<file path="src/hdl/fec_group_receive_tracker_macros.svh">
// assertion macros for the fec group receive tracker
// no dependencies; included by files that carry concurrent assertions
`ifndef FEC_GROUP_RECEIVE_TRACKER_MACROS_SVH
`define FEC_GROUP_RECEIVE_TRACKER_MACROS_SVH
`ifndef ASSERT_OFF
// property checked every clock, suspended during reset
`define FGRT_ASSERT(lbl, clk, rst, prop, msg) \
  lbl: assert property (@(posedge clk) disable iff (rst) prop) else $error(msg);
// property checked every clock, also during reset
`define FGRT_ASSERT_ALWAYS(lbl, clk, prop, msg) \
  lbl: assert property (@(posedge clk) prop) else $error(msg);
`else
`define FGRT_ASSERT(lbl, clk, rst, prop, msg)
`define FGRT_ASSERT_ALWAYS(lbl, clk, prop, msg)
`endif
`endif

</file>
<file path="src/hdl/fgrt_pkg.sv">
// shared types and constants for the fec group receive tracker
// no dependencies
`default_nettype none
package fgrt_pkg;

  localparam int unsigned DATA_PACKETS_DEF  = 16;
  localparam int unsigned CHECK_PACKETS_DEF = 4;
  localparam int unsigned HISTORY_DEPTH_DEF = 1024;

  localparam logic [10:0] MIN_PAYLOAD   = 11'd20;
  localparam logic [31:0] TIMEOUT_RESET = 32'd10800;

  typedef enum logic [2:0] {
    ACT_DELIVER = 3'd0,
    ACT_DECODE  = 3'd1,
    ACT_ABSORB  = 3'd2,
    ACT_SHORT   = 3'd3,
    ACT_AUTH    = 3'd4,
    ACT_LATE    = 3'd5,
    ACT_DUP     = 3'd6
  } action_t;

  typedef struct packed {
    logic [31:0] seq_number;
    logic [10:0] payload_len;
    logic        auth_ok;
    logic [31:0] now_seconds;
    logic        force_resync;
  } in_t;

  typedef struct packed {
    logic [2:0]  action;
    logic [9:0]  group_index;
    logic [10:0] decode_len;
    logic        resynced;
    logic [31:0] total_packets;
    logic [31:0] recovered_groups;
    logic [31:0] lost_packets;
  } out_t;

  typedef enum logic [3:0] {
    S_CLEAR,
    S_IDLE,
    S_CHECK,
    S_SWEEP_ALL,
    S_RESYNC,
    S_ORDER,
    S_SWEEP_WALK,
    S_READ,
    S_UPDATE
  } state_t;

  typedef struct packed {
    logic    load;
    logic    check;
    logic    sweep_all;
    logic    sweep_walk;
    logic    sweep_run;
    logic    resync_commit;
    logic    order;
    logic    advance;
    logic    read_slot;
    logic    update;
    logic    fin_valid;
    action_t fin_code;
    logic    clear_run;
  } cmd_t;

  typedef struct packed {
    logic is_short;
    logic auth_fail;
    logic need_resync;
    logic late;
    logic ahead;
    logic sweep_done;
    logic clear_done;
  } stat_t;

endpackage
`default_nettype wire

</file>
<file path="src/hdl/fgrt_ctrl.sv">
// controller state machine of the fec group receive tracker
// depends on fgrt_pkg and the assertion macro header
`default_nettype none
`include "fec_group_receive_tracker_macros.svh"
module fgrt_ctrl (
  input  wire logic           clk,
  input  wire logic           rst,
  input  wire logic           start,
  output logic                busy,
  output fgrt_pkg::cmd_t      cmd,
  input  fgrt_pkg::stat_t     stat
);
  import fgrt_pkg::*;

  state_t state, state_next;
  logic   fin;

  always_ff @(posedge clk) begin
    if (rst) begin
      state <= S_CLEAR;
    end else begin
      state <= state_next;
    end
  end

  always_comb begin
    state_next = state;
    case (state)
      S_CLEAR:      if (stat.clear_done) state_next = S_IDLE;
      S_IDLE:       if (start) state_next = S_CHECK;
      S_CHECK: begin
        if (stat.is_short || stat.auth_fail) state_next = S_IDLE;
        else if (stat.need_resync) state_next = S_SWEEP_ALL;
        else state_next = S_ORDER;
      end
      S_SWEEP_ALL:  if (stat.sweep_done) state_next = S_RESYNC;
      S_RESYNC:     state_next = S_ORDER;
      S_ORDER: begin
        if (stat.late) state_next = S_IDLE;
        else if (stat.ahead) state_next = S_SWEEP_WALK;
        else state_next = S_READ;
      end
      S_SWEEP_WALK: if (stat.sweep_done) state_next = S_READ;
      S_READ:       state_next = S_UPDATE;
      S_UPDATE:     state_next = S_IDLE;
      default:      state_next = S_CLEAR;
    endcase
  end

  always_comb begin
    cmd = '0;
    cmd.fin_code = ACT_DELIVER;
    busy = 1'b1;
    case (state)
      S_CLEAR: cmd.clear_run = 1'b1;
      S_IDLE: begin
        busy = 1'b0;
        cmd.load = start;
      end
      S_CHECK: begin
        if (stat.is_short) begin
          cmd.fin_valid = 1'b1;
          cmd.fin_code  = ACT_SHORT;
        end else begin
          cmd.check = 1'b1;
          if (stat.auth_fail) begin
            cmd.fin_valid = 1'b1;
            cmd.fin_code  = ACT_AUTH;
          end else if (stat.need_resync) begin
            cmd.sweep_all = 1'b1;
          end
        end
      end
      S_SWEEP_ALL: cmd.sweep_run = 1'b1;
      S_RESYNC:    cmd.resync_commit = 1'b1;
      S_ORDER: begin
        cmd.order = 1'b1;
        if (stat.late) begin
          cmd.fin_valid = 1'b1;
          cmd.fin_code  = ACT_LATE;
        end else if (stat.ahead) begin
          cmd.sweep_walk = 1'b1;
        end
      end
      S_SWEEP_WALK: begin
        cmd.sweep_run = 1'b1;
        cmd.advance   = stat.sweep_done;
      end
      S_READ:   cmd.read_slot = 1'b1;
      S_UPDATE: cmd.update = 1'b1;
      default:  cmd = '0;
    endcase
  end

  assign fin = cmd.fin_valid || cmd.update;

  `FGRT_ASSERT(a_update_after_read, clk, rst, state == S_UPDATE |-> $past(state) == S_READ, "update without slot read")
  `FGRT_ASSERT(a_resync_to_order, clk, rst, state == S_RESYNC |=> state == S_ORDER, "resync not followed by order check")
  `FGRT_ASSERT(a_finish_idle, clk, rst, fin |=> state == S_IDLE, "result finished but not idle")

endmodule
`default_nettype wire

</file>
<file path="config.mk">
export PLATFORM = sky130hd
export DESIGN_NAME = fgrt_ctrl
export DESIGN_NICKNAME = d
export VERILOG_FILES = /design/src/hdl/fgrt_pkg.sv /design/src/hdl/fgrt_ctrl.sv
export VERILOG_INCLUDE_DIRS = /design/src /design/src/hdl
export SDC_FILE = /design/constraint.sdc
export NUM_CORES = 1
export LEC_CHECK = 0
export BUFFER_PORTS_ARGS = -buffer_cell sky130_fd_sc_hd__buf_2
export CORE_AREA = 2 2 39 41
export CTS_BUF_LIST = sky130_fd_sc_hd__clkbuf_16
export DETAILED_ROUTE_END_ITERATION = 7
export DIE_AREA = 0 0 41 43
export GPL_TIMING_DRIVEN = 0
export HOLD_SLACK_MARGIN = 0.12
export MAX_ROUTING_LAYER = met4
export SYNTH_ARGS = -nofsm -noshare
export SYNTH_HDL_FRONTEND = slang
export SYNTH_SLANG_ARGS = --single-unit
export TNS_END_PERCENT = 10
</file>
<file path="constraint.sdc">
create_clock -name clk -period 2.9 [get_ports clk]
set_clock_uncertainty 0.05 [all_clocks]
set_input_delay 0.145 -clock clk [delete_from_list [all_inputs] [get_ports clk]]
set_output_delay 0.145 -clock clk [all_outputs]
set_load 0.005 [all_outputs]
</file>
Yosys cells after proc, flatten, opt, wreduce, memory -nomap -nowiden
Cells that the tools add are included.

Register bits after elaboration: 4. Logic and storage cells: 46.

Equal/unequal tests: 12. Mux-type cells: 29. Reduce and logical (&&, ||, !) cells: 4.

Operator list (count): $pmux W4 S9 (1); $mux W4 (7); $eq A4 B3 Y1 const B (4); $mux W1 (15); $mux W3 (3); $eq A4 B2 Y1 const B (2); $ne A2 B2 Y1 const B (4); $pmux W4 S2 (1); $eq A4 B1 Y1 const B (1); $eq A4 B4 Y1 const B (1); $logic_not A4 Y1 (1); $mux W2 (2); $reduce_and A4 Y1 (1); $reduce_or A2 Y1 (1); $logic_or A1 B1 Y1 (1).

Logic depth before layout (Yosys ltp)
Word-level depth: 4. Gate-level depth with buffers: 5.

Worst setup path before layout
Ideal clock, no wire load.

Path type: reg-to-output. Start point: register state[2]. End point: output port cmd[3] (netlist name). Arrival time: 1108 ps. Path slack: 1597 ps. Cell stages (with the launch flop): 5. Path buffers: 0. Cells stage by stage: dfxtp_1 > nor4b_1 > and2b_1 > nand2_1 > nand2_1.

RTL lines: from (decl) (RTL line fgrt_ctrl.sv:15) `state_t state, state_next;`; from (signal assigned) (RTL line fgrt_ctrl.sv:22) `state <= state_next;`; to (decl) (RTL line fgrt_ctrl.sv:10) `output fgrt_pkg::cmd_t cmd,`.

==> summary.txt <==
Vias/cell: 5.08
antenna cells: 0
Port-buffer cells: 25
fill cell count: 137
final worst hold slack: 187 ps
power per cell area: 534 nW/um^2
Worst Path Arrival: 1600 ps
Synth Area in Simple Gates: 45.9%
min-delay worst type: input port to register
CP max-delay cell: nor4b_1
Final TNS setup: 0 ps
first-pass detailed-route iteration total: 4
DR vias: 539
CP endpoint kind: output port
Chip Width: 41 um
Post-Route WL: 1150 um
area added between synthesis and finish: 54.4%
non-filler cells in the finished layout: 106
Slew headroom: 59.5%
max FFs per register: 4
Max Cap Viol: 0
Max Root-Sink Buffers: 2
Remaining DRCs: 0
most used cell, CP: nand2_1
GRT overflow: 0
share of post-route cells with drive strength above 1: 37.8%
post-synthesis mux area share: 2.66%
synthesized flop and latch total: 4
gr usage total: 14.3%
largest family of logic cells by synthesized area: simple AND/OR/NAND/NOR gates
CTS root buffer: clkbuf_16
final net count: 102
antenna violations before repair: 0
Synth area leader: dfxtp_1
die area: 1760 sq um
CP startpoint kind: register
Routed Antenna Nets: 0
Netlist cell types: 31
CTS buffer count: 3
Pins Over Slew Limit: 0
Synth warnings: 0
CTS tree: built
global-route wire length before repair: 1740 um
status: complete, no violations
Synth Flop Type: dfxtp_1
worst-path cell chain: nor4b_1 > and2b_1 > nand2_1 > nand2_1 > buf_2
adder-cell area share of the yosys netlist: 0%
DR iter-0 viols: 15
io pins: 26
RSZ-0062 raised after global routing: false
Post-Syn Nets: 71
CP Data Required Time: 2710 ps
wire per inst: 10.8 um
HPWL Detailed: 877 um
Worst VDD drop: 0.405 mV
fin crit share: 61.9%
Initial Util: 30.6%
Mapped Avg Cell Area: 6.93 sq um
Compound-Gate Fraction of Synth Area: 19.2%
share of the synthesized area in the top cell type: 18.9%
EDFF count, synth: 0
post-synthesis cell count: 61
count leader, synth: nand2_1
CP max FO: 6
fmax: 557 MHz
GPL Wtd Cong: 0.758
critical path class: register to output port
slew of the pin with the lowest slew margin: 599 ps
largest stage delay on the critical path: 590 ps
largest net degree at the start of global routing: 11
final core utilization: 47.2%
Post-CTS Setup Bufs: 0
min Tclk post-route: 1790 ps
Rows: 14
vias in the first global route: 469
sequential area share after synthesis: 18.9%
DIE HEIGHT: 43 um
Clock Sinks: 4
leakage power: 0.369 nW
core area: 1380 sq um
# setup viols final: 0
Clock Latency Late Sink: 220 ps
most flop-heavy register: state
XOR/XNOR Fraction of Synth Area: 3.85%
Synth top cells by count: nand2_1 (6), and3_1 (5), nor2_1 (5), o21ai_0 (5)
synth top area cells: dfxtp_1 (19%), and3_1 (7.4%), o21ai_0 (5.9%), nand2_1 (5.3%), nor2_1 (4.4%)
clock slew at reported path FFs: 30 ps
H-tree depth: 1
final hold violation count: 0
largest registers: state: 4 flops
Cells after DPL: 102
Post-Synthesis Cell Area: 423 sq um
FFs w/ async S/R, synth: 0%
==> cells by family after synthesis <==
logic type             count (synthesis)
buffers and inverters                  8
XOR/XNOR                               1
AND/OR/NAND/NOR                       34
multiplexers                           1
AO/OA/AOI/OAI                         13
flip-flops                             4
==> cells in the final DEF (no fill, tap or decap), types with 2 or more instances in the layout <==
cell,count
nor2_1,5
dfxtp_1,4
o21ai_0,5
nand2_1,6
nor3_1,3
nand3_1,3
and3_1,5
nor4b_1,2
clkbuf_16,3
buf_2,27
nor4_1,2
inv_1,4
==> worst max-delay path, delay by kind of cell (launching register included) <==
| family | cells | cell delay [ps] |
|---|---|---|
| AND/OR/NAND/NOR | 4 | 930 |
| flip-flops | 1 | 360 |
| buffers and inverters | 1 | 100 |
==> path summary, 6_finish.rpt <==
path / from / slack (ps) / cells after the start / end
setup / recovery: state[2] / 1110 / 5 / cmd[3]
hold / removal: stat[4] / 190 / 3 / state[1]
setup reg to reg: state[2] / 1490 / 3 / state[1]
hold reg to reg: state[0] / 640 / 3 / state[0]
==> routing by layer <==
metal | up-vias | global-route usage, % | routed length [um]
met4 | 0 | 4.00 | 0
li1 | 278 | - | -
met1 | 244 | 16.6 | 536
met5 | - | - | 0
met3 | 0 | 4.71 | 55
met2 | 17 | 22.5 | 559
==> where the power goes <==
part           internal, mW  total [mW]  switching (mW)
logic                0.0357      0.0746          0.0389
registers            0.0592      0.0644         0.00516
clock network         0.176       0.209          0.0338
total                 0.271       0.348          0.0778
==> what timing repair did <==
item                                   in CTS  in global routing
hold buffers                                1                  0
endpoints found under the hold margin       4                  0
gates resized for setup                     0                  0
==> area by class of cell <==
class                           count  area, sq um  share of cell area [%]
Buffer                              4         25.0                    3.83
Clock buffer                        3         75.1                    11.5
Inverter                            4         15.0                    2.30
Multi-Input combinational cell     49          303                    46.4
Sequential cell                     4         80.1                    12.3
Tap cell                           16         20.0                    3.07
Timing Repair Buffer               26          135                    20.7
==> stage by stage <==
stage | worst slack (ps) | cell area [sq um] | total power, mW
3_5_place_dp | 1320 | 568 | 0.138
5_1_grt | 932 | 653 | 0.367
2_1_floorplan | 1600 | 423 | 0.111
3_3_place_gp | 1390 | 568 | 0.137
6_report | 1110 | 653 | 0.348
4_1_cts | 1090 | 653 | 0.352
Note: power is estimated with default switching activity, not from simulation.
